==> src/sv/smpi_pkg.sv <==
// Shared types, codes and widths for the min-pc warp issue block.
`default_nettype none

package smpi_pkg;

    // Default geometry of the warp.
    localparam int DEF_LANES   = 32;
    localparam int DEF_PC_BITS = 16;

    // Fixed field widths.
    localparam int PROG_LEN_W = 16;
    localparam int OFFSET_W   = 16;
    localparam int COST_W     = 4;
    localparam int STEP_W     = 32;
    localparam int LANE_OPS_W = 40;
    localparam int WEIGHT_W   = 48;
    localparam int FAULT_W    = 2;

    // Input actions.
    typedef enum logic [1:0] {
        ACT_LAUNCH = 2'd0,
        ACT_RETIRE = 2'd1,
        ACT_CLEAR  = 2'd2
    } action_t;

    // Outcome of a retired instruction.
    typedef enum logic [1:0] {
        OUT_FALL   = 2'd0,
        OUT_JUMP   = 2'd1,
        OUT_BRANCH = 2'd2,
        OUT_RETURN = 2'd3
    } outcome_t;

    // Fault codes.
    typedef enum logic [FAULT_W-1:0] {
        FAULT_NONE       = 2'd0,
        FAULT_PAST_END   = 2'd1,
        FAULT_NEG_TARGET = 2'd2
    } fault_t;

    // Broadcast control for every lane.
    typedef struct packed {
        logic launch;
        logic apply;
        logic kill;
    } lane_ctl_t;

    // Control for the statistics counters.
    typedef struct packed {
        logic count;
        logic clear;
    } stats_ctl_t;

endpackage

`default_nettype wire

==> src/sv/smpi_merge.sv <==
// Minimum tree over the lanes and mask of live lanes at the minimum pc.
`default_nettype none

module smpi_merge #(
    parameter int LANES   = smpi_pkg::DEF_LANES,
    parameter int PC_BITS = smpi_pkg::DEF_PC_BITS
) (
    input  wire [PC_BITS-1:0]   lane_pc [LANES],
    input  wire [LANES-1:0]     lane_live,
    output logic [PC_BITS-1:0]  min_pc,
    output logic                any_live,
    output logic [LANES-1:0]    min_mask
);
    import smpi_pkg::*;

    localparam int LEAVES = 1 << $clog2(LANES);
    localparam int NODES  = 2 * LEAVES - 1;

    logic [PC_BITS-1:0] node_pc [NODES];
    logic [NODES-1:0]   node_ok;

    // Leaves: one per lane, padding leaves hold nothing.
    for (genvar i = 0; i < LEAVES; i++)
    begin : g_leaf
        if (i < LANES)
        begin : g_real
            assign node_pc[LEAVES-1+i] = lane_pc[i];
            assign node_ok[LEAVES-1+i] = lane_live[i];
        end
        else
        begin : g_pad
            assign node_pc[LEAVES-1+i] = '0;
            assign node_ok[LEAVES-1+i] = 1'b0;
        end
    end

    // Inner nodes keep the smaller pc of their two live children.
    for (genvar n = 0; n < LEAVES - 1; n++)
    begin : g_node
        logic take_left;
        assign take_left  = node_ok[2*n+1] &&
                            (!node_ok[2*n+2] || (node_pc[2*n+1] <= node_pc[2*n+2]));
        assign node_pc[n] = take_left ? node_pc[2*n+1] : node_pc[2*n+2];
        assign node_ok[n] = node_ok[2*n+1] | node_ok[2*n+2];
    end

    assign any_live = node_ok[0];
    assign min_pc   = node_ok[0] ? node_pc[0] : '0;

    // Lanes that are live and sit at the chosen pc.
    for (genvar i = 0; i < LANES; i++)
    begin : g_mask
        assign min_mask[i] = lane_live[i] && (lane_pc[i] == node_pc[0]);
    end

endmodule

`default_nettype wire

==> config.mk <==
export PLATFORM = sky130hd
export DESIGN_NAME = smpi_merge
export DESIGN_NICKNAME = d
export VERILOG_FILES = /design/src/sv/smpi_pkg.sv /design/src/sv/smpi_merge.sv
export SDC_FILE = /design/constraint.sdc
export NUM_CORES = 2
export LEC_CHECK = 0
export BUFFER_PORTS_ARGS = -buffer_cell sky130_fd_sc_hd__buf_4
export CORE_ASPECT_RATIO = 1.25
export CORE_MARGIN = 10
export CORE_UTILIZATION = 45
export DETAILED_ROUTE_END_ITERATION = 16
export PLACE_DENSITY = 0.67
export RECOVER_POWER = 50
export SLEW_MARGIN = 10
export SYNTH_ARGS = -nofsm -noshare
export SYNTH_HDL_FRONTEND = slang
export SYNTH_SLANG_ARGS = --single-unit
==> constraint.sdc <==
create_clock -name vclk -period 30.4
set_input_delay 3.04 -clock vclk [all_inputs]
set_output_delay 3.04 -clock vclk [all_outputs]
set_load 0.05 [all_outputs]
==> summary.md <==
| Metric | Value |
|---|---|
| Sequential cell count | `0` |
| Crit. path cell count | `47` |
| Yosys warns | `0` |
| Setup-failing EPs final | `0` |
| Final min period | `25420 ps` |
| Post-synthesis instance total | `4150` |
| Total Wirelength | `175600 um` |
| Hold Path Class | `in -> out` |
| Die Ht | `306.9 um` |
| Hold wc startpoint | `lane_live[31]` |
| Largest area contributor in the netlist | `ha_1` |
| Port-buffer cells | `593` |
| Final Hold Vio Count | `0` |
| Antenna violations before repair | `9` |
| Largest net degree at the start of global routing | `37` |
| Slowest CP cell | `o311ai_0` |
| Drt pass-1 iters | `7` |
| Gates resized, CTS repair | `0` |
| Congestion Overflow GR | `0` |
| Dpl hpwl | `145200 um` |
| DRC errors left | `0` |
| Outcome | `complete, but fails checks` |
| Critical Path RT | `27360 ps` |
| Hold path cells | `4` |
| Clkbuf count | `0` |
| Starting Density | `0.4529` |
| # Max-Cap Violations | `9` |
| Most Frequent Cell on Critical Path | `ha_1` |
| First-pass GRT wire length | `247000 um` |
| Most common cell after layout, fill and taps aside | `buf_4` |
| Synth top area cells | `ha_1 (21%), xnor2_1 (6.8%), mux2i_1 (6.1%), a21oi_1 (6.0%), inv_1 (5.4%)` |
| Top Ports | `593` |
| Via Count | `37646` |
| Fmax | `0.03933 GHz` |
| Sequential standard cell area | `0 um2` |
| Final critical-path share of the clock period | `0.8363` |
| Max_slew headroom | `-0.8757` |
| Vias per cell | `6.865` |
| Hold_buf cts | `0` |
| Maximum single-stage delay on the critical path | `2140 ps` |
| Die W | `249.5 um` |
| Slew Viols, Final | `142` |
| Synthesized area per cell | `7.140 um2` |
| Post-synth top area share | `0.2094` |
| Post-CTS Setup Repair Bufs | `0` |
| TNS Setup | `0 ps` |
| Wirelength per Cell | `32.02 um` |
| CP Max Fanout | `19` |
| Critical Path AT | `22380 ps` |
| Failing checks | `max-capacitance violations, max-slew violations` |
| Std cell rows | `105` |
| Die area | `76580 um2` |
| Routed Antenna Nets | `0` |
| Worst-Margin Slew | `2778 ps` |
| Area growth, synth to finish | `18.58%` |
| Most frequent cells in the layout | `buf_4 (697), ha_1 (496), inv_1 (423), a21oi_1 (354), nand2_1 (234)` |
| Gpl congestion | `1.073` |
| GRT Total Usage | `0.4276` |
| Vias in the first global route | `36278` |
| Cell area after synthesis | `29630 um2` |
| CP Launch Type | `input port` |
| Hold Crit Endpoint | `min_mask[31]` |
| Core area | `65430 um2` |
| Share of the yosys chip area belonging to registers | `0` |
| CP delay by family, top | `compound AO/OA/AOI/OAI gates` |
| Layout cells sized above 1 | `0.1796` |
| Crit path kind | `in -> out` |
| Post-layout nets | `5663` |
| RSZ-0062 raised after global routing | `false` |
| Distinct cells, synth | `100` |
| Iteration-0 DRC Markers | `3900` |
| Crit. End Element | `primary output` |
| Syn_nets | `5190` |
| Critical path buffers and inverters | `8` |
worst max path at each step:
stage	from	endpoint	slack, ps
after floorplan	lane_pc[289]	min_mask[6]	11440
after global placement	lane_pc[167]	min_mask[10]	9550
after detailed placement	lane_pc[167]	min_mask[10]	9450
after CTS	lane_pc[237]	min_mask[10]	9420
after global routing	lane_pc[430]	min_mask[4]	4100
final	lane_pc[396]	min_mask[10]	4980
through the flow:
step           cell area (um2)  setup slack, ps  std cells  utilization  hold slack, ps
2_1_floorplan            29630            11440       4150            -            6317
3_3_place_gp             35190             9548       5477       0.5379            6508
3_5_place_dp             35190             9455       5477       0.5379            6511
4_1_cts                  35190             9418       5477       0.5379            6511
5_1_grt                  35130             4100       5481       0.5370            6536
6_report                 35140             4976       5484       0.5371            6515
synth_stat cells (14+ instances only):
master and count:
xnor2_1 230, a21o_1 88, o22ai_1 24, buf_2 76, xor2_1 127, o21ai_0 142, nor4_1 77, a311oi_1 37
mux2_2 43, clkbuf_1 124, a211oi_1 40, ha_1 496, a2111o_1 27, a21oi_1 354, a31oi_1 26, and3_1 40
o41ai_1 38, nor4b_1 15, o2111a_1 15, a22oi_1 15, a41oi_1 15, inv_1 423, a221oi_1 45, nand4_1 201
or4_1 23, nand3_1 160, buf_4 14, o31a_1 21, nand2_1 234, o31ai_1 20, nor2_1 146, a221o_1 21
nor2b_1 39, nor3_1 79, and2_1 28, o211ai_1 71, a2111oi_0 25, a21boi_0 37, mux2i_1 180, o21a_1 56
or3_1 21
final cells by class:
class	count	area [um2]
diodes	7	17.52
fillers	6553	30290
inverters	423	1588
multi-input cells	3493	27200
well taps	856	1071
repair buffers	705	5263
tightest hold or removal path, cell delays in order:
cell and delay, ps:
buf_4 140, nand4_1 60, nor4_1 50, buf_4 180
per-layer routing:
metal  routed length [um]  track usage  up-vias
met4                17750       0.3609        6
met1                61780       0.4738    17594
met2                78530       0.6976     2442
li1                     -            -    16838
met3                17480      0.08633      766
met5                   45            0        -
cell families after synthesis:
family	Yosys count	synth area share
XOR/XNOR	357	0.1055
adder cells (fa/ha/maj)	496	0.2094
multiplexers	223	0.07714
buffers and inverters	657	0.09028
AND/OR/NAND/NOR	1126	0.2036
AO/OA/AOI/OAI	1291	0.3141
