$ cat config.mk
export PLATFORM = sky130hd
export DESIGN_NAME = smpi_lane
export DESIGN_NICKNAME = d
export VERILOG_FILES = /design/src/sv/smpi_pkg.sv /design/src/sv/smpi_lane.sv
export SDC_FILE = /design/constraint.sdc
export NUM_CORES = 1
export LEC_CHECK = 0
export ABC_AREA = 1
export BUFFER_PORTS_ARGS = -buffer_cell sky130_fd_sc_hd__buf_2
export CORE_MARGIN = 8
export CORE_UTILIZATION = 39
export CTS_CLUSTER_DIAMETER = 40
export DETAILED_ROUTE_END_ITERATION = 12
export PLACE_DENSITY = 0.81
export SYNTH_ARGS = -nofsm -noshare
export SYNTH_HDL_FRONTEND = slang
export SYNTH_SLANG_ARGS = --single-unit
$ cat constraint.sdc
create_clock -name clk -period 0.8 [get_ports clk]
set_input_delay 0.04 -clock clk [delete_from_list [all_inputs] [get_ports clk]]
set_output_delay 0.04 -clock clk [all_outputs]
set_load 0.005 [all_outputs]
$ cat src/sv/smpi_pkg.sv
// Shared types, codes and widths for the min-pc warp issue block.
`default_nettype none

package smpi_pkg;

    // Default geometry of the warp.
    localparam int DEF_LANES   = 32;
    localparam int DEF_PC_BITS = 16;

    // Fixed field widths.
    localparam int PROG_LEN_W = 16;
    localparam int OFFSET_W   = 16;
    localparam int COST_W     = 4;
    localparam int STEP_W     = 32;
    localparam int LANE_OPS_W = 40;
    localparam int WEIGHT_W   = 48;
    localparam int FAULT_W    = 2;

    // Input actions.
    typedef enum logic [1:0] {
        ACT_LAUNCH = 2'd0,
        ACT_RETIRE = 2'd1,
        ACT_CLEAR  = 2'd2
    } action_t;

    // Outcome of a retired instruction.
    typedef enum logic [1:0] {
        OUT_FALL   = 2'd0,
        OUT_JUMP   = 2'd1,
        OUT_BRANCH = 2'd2,
        OUT_RETURN = 2'd3
    } outcome_t;

    // Fault codes.
    typedef enum logic [FAULT_W-1:0] {
        FAULT_NONE       = 2'd0,
        FAULT_PAST_END   = 2'd1,
        FAULT_NEG_TARGET = 2'd2
    } fault_t;

    // Broadcast control for every lane.
    typedef struct packed {
        logic launch;
        logic apply;
        logic kill;
    } lane_ctl_t;

    // Control for the statistics counters.
    typedef struct packed {
        logic count;
        logic clear;
    } stats_ctl_t;

endpackage

`default_nettype wire

$ cat src/sv/smpi_lane.sv
// One lane: program counter, live flag and their update for each item.
`default_nettype none

module smpi_lane #(
    parameter int PC_BITS = smpi_pkg::DEF_PC_BITS
) (
    input  wire                     clk,
    input  wire                     rst_n,
    input  smpi_pkg::lane_ctl_t     ctl,
    input  wire                     launch_bit,
    input  wire                     issued_bit,
    input  wire                     jump_bit,
    input  wire [PC_BITS-1:0]       start_pc,
    input  wire [PC_BITS-1:0]       jump_pc,
    input  wire [PC_BITS-1:0]       fall_pc,
    output logic [PC_BITS-1:0]      pc_next,
    output logic                    live_next,
    output logic                    live
);
    import smpi_pkg::*;

    logic [PC_BITS-1:0] pc_reg;
    logic               live_reg;

    // Next state of this lane for the item at the input.
    always_comb
    begin
        pc_next   = pc_reg;
        live_next = live_reg;
        if (ctl.launch)
        begin
            live_next = launch_bit;
            if (launch_bit)
            begin
                pc_next = start_pc;
            end
        end
        else if (ctl.apply && issued_bit)
        begin
            if (ctl.kill)
            begin
                live_next = 1'b0;
            end
            else if (jump_bit)
            begin
                pc_next = jump_pc;
            end
            else
            begin
                pc_next = fall_pc;
            end
        end
    end

    // The live flag is control state and is cleared by reset.
    always_ff @(posedge clk or negedge rst_n)
    begin
        if (!rst_n)
        begin
            live_reg <= 1'b0;
        end
        else
        begin
            live_reg <= live_next;
        end
    end

    // The pc of a lane is only looked at while the lane is live.
    always_ff @(posedge clk)
    begin
        pc_reg <= pc_next;
    end

    assign live = live_reg;

endmodule

`default_nettype wire

==> reports/metrics.yaml <==
outcome: "finished, violations left"
violations: "negative setup slack"
clk_pin_slew_ns: 0.10
grt_pass1_vias: 1587
antenna_found_initial: 0
maxCapViolCount: 0
internal_power_mw: 1.66
final_layout_size_suffix_gt1_share_pct: 42.8
nets: 384
drcViolationCount: 0
nFillCells: 347
synthMuxAreaShare_pct: 0
grt_first_pass_wirelength_um: 6590
track_usage_pct: 14.8
synthDistinctLibCells: 17
ys.flop_type: "dfxtp_1"
dp_hpwl_um: 3140
core-area_um2: 3310
grt_max_degree: 34
seq_area_um2: 362
power_frac_comb_pct: 40.6
seqPwrFrac_pct: 40.9
cts-root-buf: "clkbuf_4"
synth_top_area_share_pct: 35.8
syn-mean-instance-area_um2: 5.44
syn_to_final_growth_pct: 43.5
tightest_slew_ns: 0.237
ff2ff_path_depth: 6
worstSetupPathType: "register to output pin"
multi_input_area_um2: 758
p_switching_mw: 0.843
synth_xor_area_share_pct: 0
numCtsBuffers: 3
fmax_mhz: 933
netlist_area_um2: 1330
synthesis.instances: 245
hold_viol: 0
place_area_um2: 1730
cts_sinks: 17
slew_headroom_pct: 84.2
power_density_nw_per_um2: 1310
synthArstFlopShare_pct: 5.88
synth_nets: 301
crit_fanout: 2
critPathLaunchType: "register"
start_util_pct: 40.2
insertion_delay_ns: 0.28
ios: 74
gp_congestion: 0.846
worstSetupEndpointType: "output pin"
antenna-diode-count: 0
cts_tree: "built"
synth-simple-area-share_pct: 46.4
rows: 21
synth_top_family_by_area: "simple AND/OR/NAND/NOR gates"
drtIter0Drc: 64
synth_seq_area_share_pct: 25.9
layout_min_cycle_time_ns: 1.07
fin_ws_ns: -0.272
max-clock-path-buffers: 2
period_share_pct: 134
die_area_um2: 5540
die_h_um: 74.5
wl_per_cell_um: 11.0
p_clk_share_pct: 18.6
finalSetupViolCount: 21
wl_um: 4110
synth_fa_ha_area_share_pct: 0
ys_ff_latch: 17
power_mw: 2.50
yosysMostFrequentCell: "nand2_1"
rsz0062_at_grt: "yes"
final_max_slew_viol_count: 0
drt_pass1_iterations: 4
ant_nets: 0
stdcell_area_um2: 1910
ys_top_cells_by_count: "nand2_1, inv_1, dfxtp_1, o21ai_0, nand3_1"
sw_frac_of_total_pct: 33.7
finalClockSkew_ns: 0
die_w_um: 74.5
htree_levels: 1
p_leak_nw: 1.24
largest_register_ffs: 16
vias_per_cell: 4.36
crit_required_ns: 0.76
cp.arrival_ns: 1.03
io_buffers: 73
synthTopCellsByArea: "nand2_1, dfxtp_1, inv_1"
grt-ovfl-total: 0
vias: 1625
ir_drop_uv: 997
min_path_type: "input pin to async pin"
synth_compound_area_share_pct: 6.76
synth-edff-count: 0
synth_top_cell_by_area: "nand2_1"
ys_warn_count: 0
logic make-up after synthesis:
kind of cell           count (synthesis)
buffers and inverters                 62
flip-flops                            17
AND/OR/NAND/NOR                      148
AO/OA/AOI/OAI                         18
final timing paths:
check | from | endpoint | slack [ns]
worst max-delay path | pc_reg[3]$_DFF_P_ | pc_next[3] | -0.27
worst min register to register | pc_reg[12]$_DFF_P_ | pc_reg[12]$_DFF_P_ | 0.55
min in group clk | start_pc[14] | pc_reg[14]$_DFF_P_ | 0.07
worst max register to register | pc_reg[3]$_DFF_P_ | pc_reg[3]$_DFF_P_ | -0.10
max in group asynchronous | rst_n | live$_DFF_PN0_ | 0.67
worst min-delay path | rst_n | live$_DFF_PN0_ | 0.05
placed cells by master, fill, tap and decap left out, types with 2 or more instances in the layout:
| master | synthesis | routed |
|---|---|---|
| o21ai_1 | 2 | 10 |
| buf_4 | 3 | 12 |
| inv_2 | 2 | 15 |
| nand3_2 | 1 | 2 |
| buf_2 | 4 | 73 |
| dfxtp_1 | 16 | 3 |
| nand2_1 | 127 | 121 |
| clkbuf_4 | 0 | 3 |
| dfxtp_2 | 0 | 13 |
| inv_1 | 49 | 36 |
| o21ai_2 | 0 | 8 |
| buf_12 | 0 | 2 |
| nand2_2 | 3 | 9 |
| nand3_1 | 15 | 14 |
layer usage:
layer / vias to the layer above / part of all wire (%) / global-route usage, %
met5: - / 0 / 0
met4: 0 / 2.6 / 8.48
met3: 10 / 6.1 / 1.75
li1: 878 / - / -
met2: 57 / 51 / 27.4
met1: 680 / 40 / 15.7
worst max-delay path: stages, from the launching register on:
cell and delay, ns:
dfxtp_2 0.34, inv_2 0.04, o21ai_1 0.12, nand2_1 0.06
nand2_1 0.08, buf_2 0.12
through the flow:
stage | setup TNS, ns | hold WS, ns | cells | util (%) | setup WS, ns
after floorplan | 0 | -0.256 | 245 | - | 0.0249
after global placement | -0.925 | -0.186 | 358 | 52.3 | -0.0680
after detailed placement | -2.06 | -0.183 | 358 | 52.3 | -0.108
after CTS | -4.33 | 0.0384 | 372 | 55.7 | -0.277
after global routing | -5.85 | 0.0496 | 373 | 57.7 | -0.362
final | -4.36 | 0.0495 | 373 | 57.7 | -0.272
layout make-up:
cell class | instances | share of cell area, %
clock buffers | 4 | 1.37
flip-flops and latches | 17 | 18.9
inverters | 51 | 10.0
multi-input cells | 166 | 39.7
repair buffers | 89 | 27.0
well taps | 46 | 3.01
power by group through the flow:
stage	combinational [mW]	clock, mW	sequential [mW]
after floorplan	0.496	0	1.00
after global placement	0.825	0	1.00
after detailed placement	0.842	0	1.01
after CTS	0.952	0.471	0.996
after global routing	1.14	0.507	1.03
final	1.01	0.464	1.02
repair_timing:
action	CTS	global route
hold buffers	1	0
pin swaps	19	20
gates resized for setup	24	34
endpoints found under the hold margin	1	0
setup endpoints to repair	18	27
setup buffers	9	5
Power figures use the tool's default switching activity.
