[src/sv/smpi_pkg.sv]
// Shared types, codes and widths for the min-pc warp issue block.
`default_nettype none

package smpi_pkg;

    // Default geometry of the warp.
    localparam int DEF_LANES   = 32;
    localparam int DEF_PC_BITS = 16;

    // Fixed field widths.
    localparam int PROG_LEN_W = 16;
    localparam int OFFSET_W   = 16;
    localparam int COST_W     = 4;
    localparam int STEP_W     = 32;
    localparam int LANE_OPS_W = 40;
    localparam int WEIGHT_W   = 48;
    localparam int FAULT_W    = 2;

    // Input actions.
    typedef enum logic [1:0] {
        ACT_LAUNCH = 2'd0,
        ACT_RETIRE = 2'd1,
        ACT_CLEAR  = 2'd2
    } action_t;

    // Outcome of a retired instruction.
    typedef enum logic [1:0] {
        OUT_FALL   = 2'd0,
        OUT_JUMP   = 2'd1,
        OUT_BRANCH = 2'd2,
        OUT_RETURN = 2'd3
    } outcome_t;

    // Fault codes.
    typedef enum logic [FAULT_W-1:0] {
        FAULT_NONE       = 2'd0,
        FAULT_PAST_END   = 2'd1,
        FAULT_NEG_TARGET = 2'd2
    } fault_t;

    // Broadcast control for every lane.
    typedef struct packed {
        logic launch;
        logic apply;
        logic kill;
    } lane_ctl_t;

    // Control for the statistics counters.
    typedef struct packed {
        logic count;
        logic clear;
    } stats_ctl_t;

endpackage

`default_nettype wire

[src/sv/smpi_stats.sv]
// Saturating step, lane and weighted-cost counters.
`default_nettype none

module smpi_stats #(
    parameter int LANES = smpi_pkg::DEF_LANES
) (
    input  wire                             clk,
    input  wire                             rst_n,
    input  smpi_pkg::stats_ctl_t            ctl,
    input  wire [LANES-1:0]                 issued_mask,
    input  wire [smpi_pkg::COST_W-1:0]      cost,
    output logic [smpi_pkg::STEP_W-1:0]     step_next,
    output logic [smpi_pkg::LANE_OPS_W-1:0] lane_ops_next,
    output logic [smpi_pkg::WEIGHT_W-1:0]   weighted_next
);
    import smpi_pkg::*;

    localparam int CNT_W = $clog2(LANES + 1);
    localparam int INC_W = CNT_W + COST_W;

    logic [CNT_W-1:0]      lane_cnt;
    logic [INC_W-1:0]      weight_inc;
    logic [STEP_W:0]       step_sum;
    logic [LANE_OPS_W:0]   lane_sum;
    logic [WEIGHT_W:0]     weight_sum;
    logic [STEP_W-1:0]     step_reg;
    logic [LANE_OPS_W-1:0] lane_ops_reg;
    logic [WEIGHT_W-1:0]   weighted_reg;

    // Number of lanes in the issued mask.
    always_comb
    begin
        lane_cnt = '0;
        for (int i = 0; i < LANES; i++)
        begin
            lane_cnt = lane_cnt + CNT_W'(issued_mask[i]);
        end
    end

    assign weight_inc = INC_W'(lane_cnt) * INC_W'(cost);

    // A carry out of each sum means the counter saturates.
    assign step_sum   = {1'b0, step_reg} + (STEP_W + 1)'(1);
    assign lane_sum   = {1'b0, lane_ops_reg} + (LANE_OPS_W + 1)'(lane_cnt);
    assign weight_sum = {1'b0, weighted_reg} + (WEIGHT_W + 1)'(weight_inc);

    always_comb
    begin
        step_next     = step_reg;
        lane_ops_next = lane_ops_reg;
        weighted_next = weighted_reg;
        if (ctl.clear)
        begin
            step_next     = '0;
            lane_ops_next = '0;
            weighted_next = '0;
        end
        else if (ctl.count)
        begin
            step_next     = step_sum[STEP_W] ? '1 : step_sum[STEP_W-1:0];
            lane_ops_next = lane_sum[LANE_OPS_W] ? '1 : lane_sum[LANE_OPS_W-1:0];
            weighted_next = weight_sum[WEIGHT_W] ? '1 : weight_sum[WEIGHT_W-1:0];
        end
    end

    // Counter registers.
    always_ff @(posedge clk or negedge rst_n)
    begin
        if (!rst_n)
        begin
            step_reg     <= '0;
            lane_ops_reg <= '0;
            weighted_reg <= '0;
        end
        else
        begin
            step_reg     <= step_next;
            lane_ops_reg <= lane_ops_next;
            weighted_reg <= weighted_next;
        end
    end

endmodule

`default_nettype wire

[config.mk]
export PLATFORM = sky130hd
export DESIGN_NAME = smpi_stats
export DESIGN_NICKNAME = d
export VERILOG_FILES = /design/src/sv/smpi_pkg.sv /design/src/sv/smpi_stats.sv
export SDC_FILE = /design/constraint.sdc
export NUM_CORES = 1
export LEC_CHECK = 0
export BUFFER_PORTS_ARGS = -buffer_cell sky130_fd_sc_hd__buf_2
export CAP_MARGIN = 20
export CORE_MARGIN = 3
export CORE_UTILIZATION = 51
export CTS_CLUSTER_DIAMETER = 40
export DETAILED_ROUTE_END_ITERATION = 16
export GPL_TIMING_DRIVEN = 0
export PLACE_DENSITY = 0.85
export SETUP_SLACK_MARGIN = 0.5
export SLEW_MARGIN = 20
export SYNTH_ARGS = -nofsm -noshare
export SYNTH_HDL_FRONTEND = slang
export SYNTH_SLANG_ARGS = --single-unit
[constraint.sdc]
create_clock -name clk -period 14.2 [get_ports clk]
set_clock_uncertainty 0.2 [all_clocks]
set_input_delay 3.55 -clock clk [delete_from_list [all_inputs] [get_ports clk]]
set_output_delay 3.55 -clock clk [all_outputs]
set_load 0.01 [all_outputs]
==> results of run 1 <==
==> metal layers <==
layer,GRT usage,share of wire,vias to the layer above
met2,0.487,0.49,531
met5,0,0.00030,-
met1,0.370,0.37,4151
met3,0.0653,0.086,153
met4,0.143,0.054,2
li1,-,-,3647
==> cell usage after synthesis, drive strengths merged, types with 2 or more instances <==
cell | count | area, um^2
xor2 | 25 | 219
o21a | 3 | 22.5
and4 | 10 | 90.1
nor2 | 65 | 244
nor2b | 6 | 37.5
clkbuf | 22 | 82.6
nor4 | 9 | 62.6
ha | 34 | 425
nand3 | 34 | 170
a2111oi | 5 | 43.8
nand3b | 2 | 15.0
or3 | 7 | 48.8
and3 | 16 | 100
nor4b | 10 | 103
a21oi | 69 | 353
dfrtp | 120 | 3000
nand2 | 54 | 203
a21o | 9 | 67.6
a211oi | 18 | 135
a41oi | 3 | 26.3
fa | 40 | 801
o21ai | 36 | 184
mux2i | 9 | 90.1
buf | 9 | 47.6
a31oi | 5 | 31.3
and4b | 3 | 30.0
a221oi | 9 | 85.1
xnor2 | 58 | 508
a311oi | 6 | 52.6
and2 | 27 | 169
nand2b | 5 | 31.3
inv | 92 | 345
o21bai | 4 | 30.0
nor3b | 4 | 35.0
nand4 | 20 | 155
nor3 | 38 | 195
==> repair_timing <==
| action | CTS | global route |
|---|---|---|
| pin swaps | 42 | 51 |
| hold endpoints to repair | 0 | 0 |
| endpoints found under the setup margin | 70 | 86 |
| hold buffers | 0 | 0 |
| gates resized for setup | 82 | 131 |
| gates cloned | 6 | 1 |
| buffers inserted | 40 | 31 |
==> through the flow <==
| stage | setup slack [ps] | instances | utilization |
|---|---|---|---|
| floorplan | -301 | 895 | - |
| global placement | -1050 | 1270 | 0.618 |
| detailed placement | -1170 | 1271 | 0.620 |
| CTS | -770 | 1349 | 0.709 |
| global route | -1260 | 1381 | 0.762 |
| finish | -1090 | 1381 | 0.762 |
==> final cells by class <==
| class | count | area [um^2] |
|---|---|---|
| plain buffers | 31 | 224 |
| clock buffers | 20 | 467 |
| clock inverters | 12 | 140 |
| fillers | 940 | 3800 |
| inverters | 92 | 345 |
| multi-input cells | 653 | 6090 |
| flip-flops and latches | 120 | 3000 |
| well taps | 216 | 270 |
| repair buffers | 237 | 1600 |
==> layout by cell type, fill, tap and decap left out, drive strengths merged, types with 7 or more instances in the layout <==
master,n
buf,248
dfrtp,120
inv,94
a21oi,69
nor2,65
xnor2,58
nand2,54
fa,40
clkbuf,40
nor3,38
o21ai,36
nand3,34
ha,34
and2,27
xor2,25
nand4,20
a211oi,18
and3,16
and4,10
nor4b,10
a21o,9
mux2i,9
a221oi,9
nor4,9
or3,7
==> worst max-delay path, cell delays in order <==
cell	delay [ps]
buf_6	100
fa_1	560
inv_2	50
fa_2	570
fa_1	440
fa_1	540
fa_1	420
fa_1	510
inv_2	50
ha_4	160
fa_2	360
a21o_1	200
a21oi_2	160
xnor2_2	160
and2_4	190
fa_1	420
fa_1	520
fa_1	460
ha_4	300
buf_8	100
a21o_1	120
a311o_1	210
a21oi_4	120
buf_12	170
nor4_1	540
xnor2_1	200
o21ai_2	180
buf_2	170
==> logic make-up (layout without fill, tap and decap cells) <==
kind of cell,count (synthesis),in the layout,share of synthesized area
and+or+nand+nor,312,312,0.205
AOI/OAI and AO/OA,174,175,0.133
buffers and inverters,123,392,0.0571
muxes,9,9,0.0108
DFF,120,120,0.360
adders and majority gates,74,74,0.147
xor gates and xnor gates,83,83,0.0873
==> worst min path at each step <==
| stage | depth (start not counted) | start | end |
|---|---|---|---|
| 2_1_floorplan | 1 | weighted_reg[36] | weighted_reg[36] |
| 3_3_place_gp | 1 | weighted_reg[36] | weighted_reg[36] |
| 3_5_place_dp | 1 | weighted_reg[29] | weighted_reg[29] |
| 4_1_cts | 1 | weighted_reg[29] | weighted_reg[29] |
| 5_1_grt | 1 | step_reg[31] | step_reg[31] |
| 6_report | 1 | step_reg[0] | step_reg[0] |
==> results.cfg, run 1 <==
[yosys]
async_reset_ff_frac = 1.00
syn_inst = 895
ys_seq_area_frac = 0.360
synth_cell_types = 57
synth_edf_count = 0
syn_area_um2 = 8330
avgSynthCellArea_um2 = 9.31
synth_nets = 1009
synth_seq_cells = 120
yosys_warnings = 0
synth-main-ff-cell = dfrtp_1

[finish]
area_growth_pct = 45.7
drive_above_1_share = 0.399
largest_register_ffs = 48
antennaDiodeCount = 0
fin_area_um2 = 12100
nets = 1266

[timing]
setup_viol = 48
tightestPinTransition_ps = 1210
relSlewSlack = 0.195
post-route-period-util = 1.08
rsz0062_at_grt = yes
fin_setup_tns_ps = -40310
worst_slack_ps = -1090
finalHoldViolCount = 0
min_period_ps = 15290
finalMaxSlewViolations = 0
holdWs_ps = 361
max_freq_mhz = 65.4

[clocking]
cts-root-buf = clkbuf_16
htree_levels = 4
clkSlewWorstSetupHoldPaths_ps = 60
clockBufferDepth = 2
cts_tree = done
clock-sinks = 120
insertion_delay_ps = 440
cts_buffers = 17

[floorplanning]
die-area_um2 = 17900
initial_utilization = 0.523
die_h_um = 134
top_level_ports = 160
rows = 46
core-area_um2 = 15900
fp.dieW_um = 134

[global_routing]
grt_overflow = 0
grt_max_degree = 71
antenna_found_initial = 1
first_global_vias = 8283
grt_usage = 0.295
grt_pass1_wl_um = 42100

[routing]
remaining_drc_errors = 0
vias = 8484
firstDrtPassIters = 5
wl_um = 29900
via_per_inst = 6.14
postRouteAntennaNets = 0
drt_iter0_drc = 724
wire_per_inst_um = 21.6

[setup_path]
crit_fanout = 9
cp.required_ps = 10450
cp-start-kind = primary input
critPathKind = in2out
reg2reg_slack_ps = 10500
reg2regPathDepth = 14
arrival_ps = 11540
reg2reg_from = weighted_reg[2]
reg2reg_to = weighted_reg[47]
critical_path.endpoint = weighted_next[25]
startpoint = issued_mask[21]
crit_path_end_kind = output port

[placed_design]
hpwl_um = 16400
port_buffers = 159
placed_area_um2 = 9890
place_congestion = 0.902

[outcome]
violations = setup timing
status = finished with violations

[min_path]
hold_path.class = reg2reg

[run]
cap_violations = 0
Power of run 1 is not shown: default switching activity piles up to over one toggle a cycle in this logic, so the estimate is an artifact.
==> run 2: changes to the inputs <==
- CELL_PAD_IN_SITES_DETAIL_PLACEMENT: default -> 2
- CELL_PAD_IN_SITES_GLOBAL_PLACEMENT: default -> 2
- CORE_UTILIZATION: 51 -> 31
==> run 2 against run 1 <==
  * The run still ends with setup timing left
  * Wire length is 45% higher
  * Count of clock-buffer cells in the layout is 1 lower
  * Register-to-register slack better by 50 ps
  * Maximum frequency is 0.86% lower
  * Critical path depth is 3 higher
  * Sequential share of layout area is 1.9 points lower
  * Non-clock buffer count is 14 higher
  * Die area is 61% higher
  * Critical path type unchanged
==> results.cfg, run 2 (synthesis results as in run 1) <==
[floorplanning]
top_level_ports = 160
die-area_um2 = 28900
initial_utilization = 0.318
rows = 59
die_h_um = 170
core-area_um2 = 26200
fp.dieW_um = 170

[setup_path]
cp-start-kind = primary input
crit_buf_inv = 9
crit_slowest_cell = fa_1
critPathKind = in2out
crit_fanout = 5
cp.required_ps = 10450
crit_family = adder cells
slowest_delay_ps = 580
crit_path_end_kind = output port
arrival_ps = 11670

[placed_design]
place_congestion = 0.798
hpwl_um = 22600
pre_cts_slack_ps = -1430
port_buffers = 159

[timing]
post-route-period-util = 1.09
max_freq_mhz = 64.9
finalMaxSlewViolations = 0
rsz0062_at_grt = yes
setup_viol = 48
worst_slack_ps = -1220
relSlewSlack = 0.101
tightestPinTransition_ps = 1350
finalHoldViolCount = 0
min_period_ps = 15420

[routing]
vias = 8518
drt_iter0_drc = 492
firstDrtPassIters = 5
via_per_inst = 5.63
wl_um = 43500
remaining_drc_errors = 0
postRouteAntennaNets = 0
wire_per_inst_um = 28.7

[finish]
layout_common_cells = buf_2 (129), dfrtp_1 (120), inv_1 (84)
multi_input_area_um2 = 6630
antennaDiodeCount = 0
fillers = 2610
nets = 1280
area_growth_pct = 57.9
drive_above_1_share = 0.451
largest_register_ffs = 48
final_common_cell = buf_2
ff_latch_area_um2 = 3000

[global_routing]
antenna_found_initial = 0
grt_usage = 0.251
grt_max_degree = 90
grt_overflow = 0
first_global_vias = 9389
grt_pass1_wl_um = 56400

[clocking]
insertion_delay_ps = 450
holdBufCountCts = 0
cts_buffers = 17
clockBufferDepth = 2
clkSlewWorstSetupHoldPaths_ps = 60
htree_levels = 4
cts_tree = done
cts-root-buf = clkbuf_16
clock-sinks = 120

[run]
cap_violations = 0

[outcome]
status = finished with violations
violations = setup timing

[min_path]
hold_path.class = reg2reg
run 2: layer usage:
metal	global-route usage	routed length [um]	share of wire	vias to the layer above
met3	0.0465	1710	0.039	130
li1	-	-	-	3659
met1	0.297	16700	0.38	4452
met5	0	0	0	-
met2	0.451	22900	0.53	277
met4	0.101	2130	0.049	0
run 2: per-stage QoR:
stage	utilization	cells	TNS, ps	cell area, um^2	hold slack (ps)
3_3_place_gp	0.382	1389	-46830	10000	324
6_report	0.502	1514	-53540	13200	367
5_1_grt	0.502	1514	-66310	13200	390
4_1_cts	0.446	1470	-38090	11700	338
3_5_place_dp	0.383	1390	-57380	10000	325
2_1_floorplan	-	895	-6990	8790	317
run 2: final cells by class:
| type | count | share of cell area |
|---|---|---|
| buffer | 31 | 0.0193 |
| clock inverter | 13 | 0.0103 |
| tap | 335 | 0.0319 |
| timing repair buffer | 251 | 0.147 |
| multi-input combinational | 653 | 0.504 |
| inverter | 92 | 0.0262 |
| clock buffer | 19 | 0.0337 |
| sequential | 120 | 0.228 |
run 2: path summary, 6_finish.rpt:
path / start / endpoint / slack, ps / cells after the start
max in group asynchronous: rst_n / lane_ops_reg[26] / 10240 / 2
hold / removal: step_reg[0] / step_reg[0] / 370 / 1
setup / recovery: issued_mask[9] / weighted_next[20] / -1220 / 31
min in group asynchronous: rst_n / weighted_reg[37] / 2760 / 1
hold reg to reg: step_reg[0] / step_reg[0] / 370 / 1
setup reg to reg: weighted_reg[2] / weighted_reg[33] / 10550 / 13
run 2: timing repair:
action | in CTS | in global routing
endpoints found under the setup margin | 88 | 88
gates cloned | 5 | 3
resized for setup | 117 | 218
setup buffers | 43 | 41
pin swaps | 40 | 73
Power of run 2 is left out for the same reason.
==> run 3: changes to the inputs <==
- CORE_UTILIZATION: 31 -> 37
- PLACE_DENSITY: 0.85 -> 0.94
- clock period: 14.2 -> 19.32 ns (I/O delays scaled with it)
==> run 3 against run 2 <==
  * The flow now finishes without violations
  * Die area is 16% lower
  * Critical endpoint is now weighted_next[28]
  * Via count is 6.4% lower
  * Highest routed layer unchanged
  * Cell count is 9.4% lower
  * Worst hold slack worse by 32 ps
  * Wire length is 21% lower
  * Sequential cell count stayed put
  * Count of clock-buffer cells in the layout is 1 lower
==> results.cfg, run 3 (synthesis results as in run 1) <==
[outcome]
status = finished clean

[min_path]
holdCritStartpoint = weighted_reg[36]
hold_path.class = reg2reg
hold_depth = 1

[placed_design]
place_congestion = 0.822
port_buffers = 159
hpwl_um = 22600

[clocking]
cts_tree = done
insertion_delay_ps = 430
htree_levels = 4
clockBufferDepth = 2
cts_buffers = 17
clock-sinks = 120
cts-root-buf = clkbuf_16
clkSlewWorstSetupHoldPaths_ps = 60

[global_routing]
grt_max_degree = 64
grt_overflow = 0
antenna_found_initial = 1
grt_pass1_wl_um = 53100
grt_usage = 0.281
first_global_vias = 9095

[timing]
rsz0062_at_grt = yes
tightestPinTransition_ps = 1040
finalMaxSlewViolations = 0
setup_viol = 0
finalHoldViolCount = 0
fin_setup_tns_ps = 0
min_period_ps = 18770
post-route-period-util = 0.972
max_freq_mhz = 53.3
relSlewSlack = 0.306

[finish]
nets = 1193
layout_common_cells = buf_2 (165), dfrtp_1 (120), inv_1 (92)
largest_register_ffs = 48
drive_above_1_share = 0.225
post-route-util = 0.468
fillers = 2378
area_growth_pct = 23.4
ff_latch_area_um2 = 3000
multi_input_area_um2 = 5020
final_common_cell = buf_2

[floorplanning]
die-area_um2 = 24400
initial_utilization = 0.379
core-area_um2 = 22000
die_h_um = 156
rows = 54
top_level_ports = 160
fp.dieW_um = 156

[run]
cap_violations = 0

[routing]
remaining_drc_errors = 0
wl_um = 34500
wire_per_inst_um = 25.2
drt_iter0_drc = 390
postRouteAntennaNets = 0
vias = 7975
via_per_inst = 5.81
firstDrtPassIters = 7

[setup_path]
critPathKind = in2out
crit_path_end_kind = output port
cp-start-kind = primary input
cp.required_ps = 14290
crit_slowest_cell = fa_1
crit_fanout = 10
reg2reg_from = weighted_reg[6]
reg2reg_slack_ps = 15510
startpoint = issued_mask[0]
slowest_delay_ps = 570
path_common_cell = fa_1
arrival_ps = 13740
reg2regPathDepth = 11
[run 3: cell types whose count changed in the layout (fill, tap and decap cells not counted), moves of 16 or more]
cell,change
a21oi_4,-25
buf_2,+36
buf_4,-54
xnor2_1,+17
o21ai_2,-19
a21oi_1,+31
buf_6,-55
nor2_1,+16
o21ai_0,+18
[run 3: routing by layer]
metal  wire [um]  GRT usage  vias up
met5           0          0        -
met4        1150      0.107        0
met3        1740     0.0519       86
met2       18000      0.502      298
met1       13600      0.337     4110
li1            -          -     3481
[run 3: area by class of cell]
cell class,instances,share of cell area
antenna,1,0.000243
buffer,31,0.0133
clock buffer,18,0.0427
clock inverter,13,0.0116
inverter,92,0.0336
multi-input combinational,652,0.488
sequential,120,0.292
tap,280,0.0341
timing repair buffer,165,0.0847
[run 3: path summary, 6_finish.rpt]
path / to
max in group asynchronous: weighted_reg[16]
setup / recovery: weighted_next[28]
min in group asynchronous: lane_ops_reg[35]
hold / removal: weighted_reg[36]
setup reg to reg: weighted_reg[5]
hold reg to reg: weighted_reg[36]
[run 3: stage by stage]
step	hold WS [ps]	worst slack, ps	std cells	instance area [um^2]
floorplan	332	1720	895	8330
global placement	323	764	1334	9480
detailed placement	333	342	1335	9520
CTS	340	545	1369	10100
global route	386	335	1372	10300
finish	335	550	1372	10300
[run 3: critical path, delay by kind of cell]
family,cells,cell delay [ps]
fa+ha+maj,11,5360
simple gates,1,240
buf+inv,8,730
compound gates,8,2330
xor+xnor,1,230
[run 3: timing repair]
action | in CTS | in global routing
setup endpoints to repair | 25 | 48
resized for setup | 2 | 43
hold buffers | 0 | 0
pin swaps | 2 | 0
setup buffers | 3 | 2
hold endpoints to repair | 0 | 0
Power of run 3 is left out for the same reason.
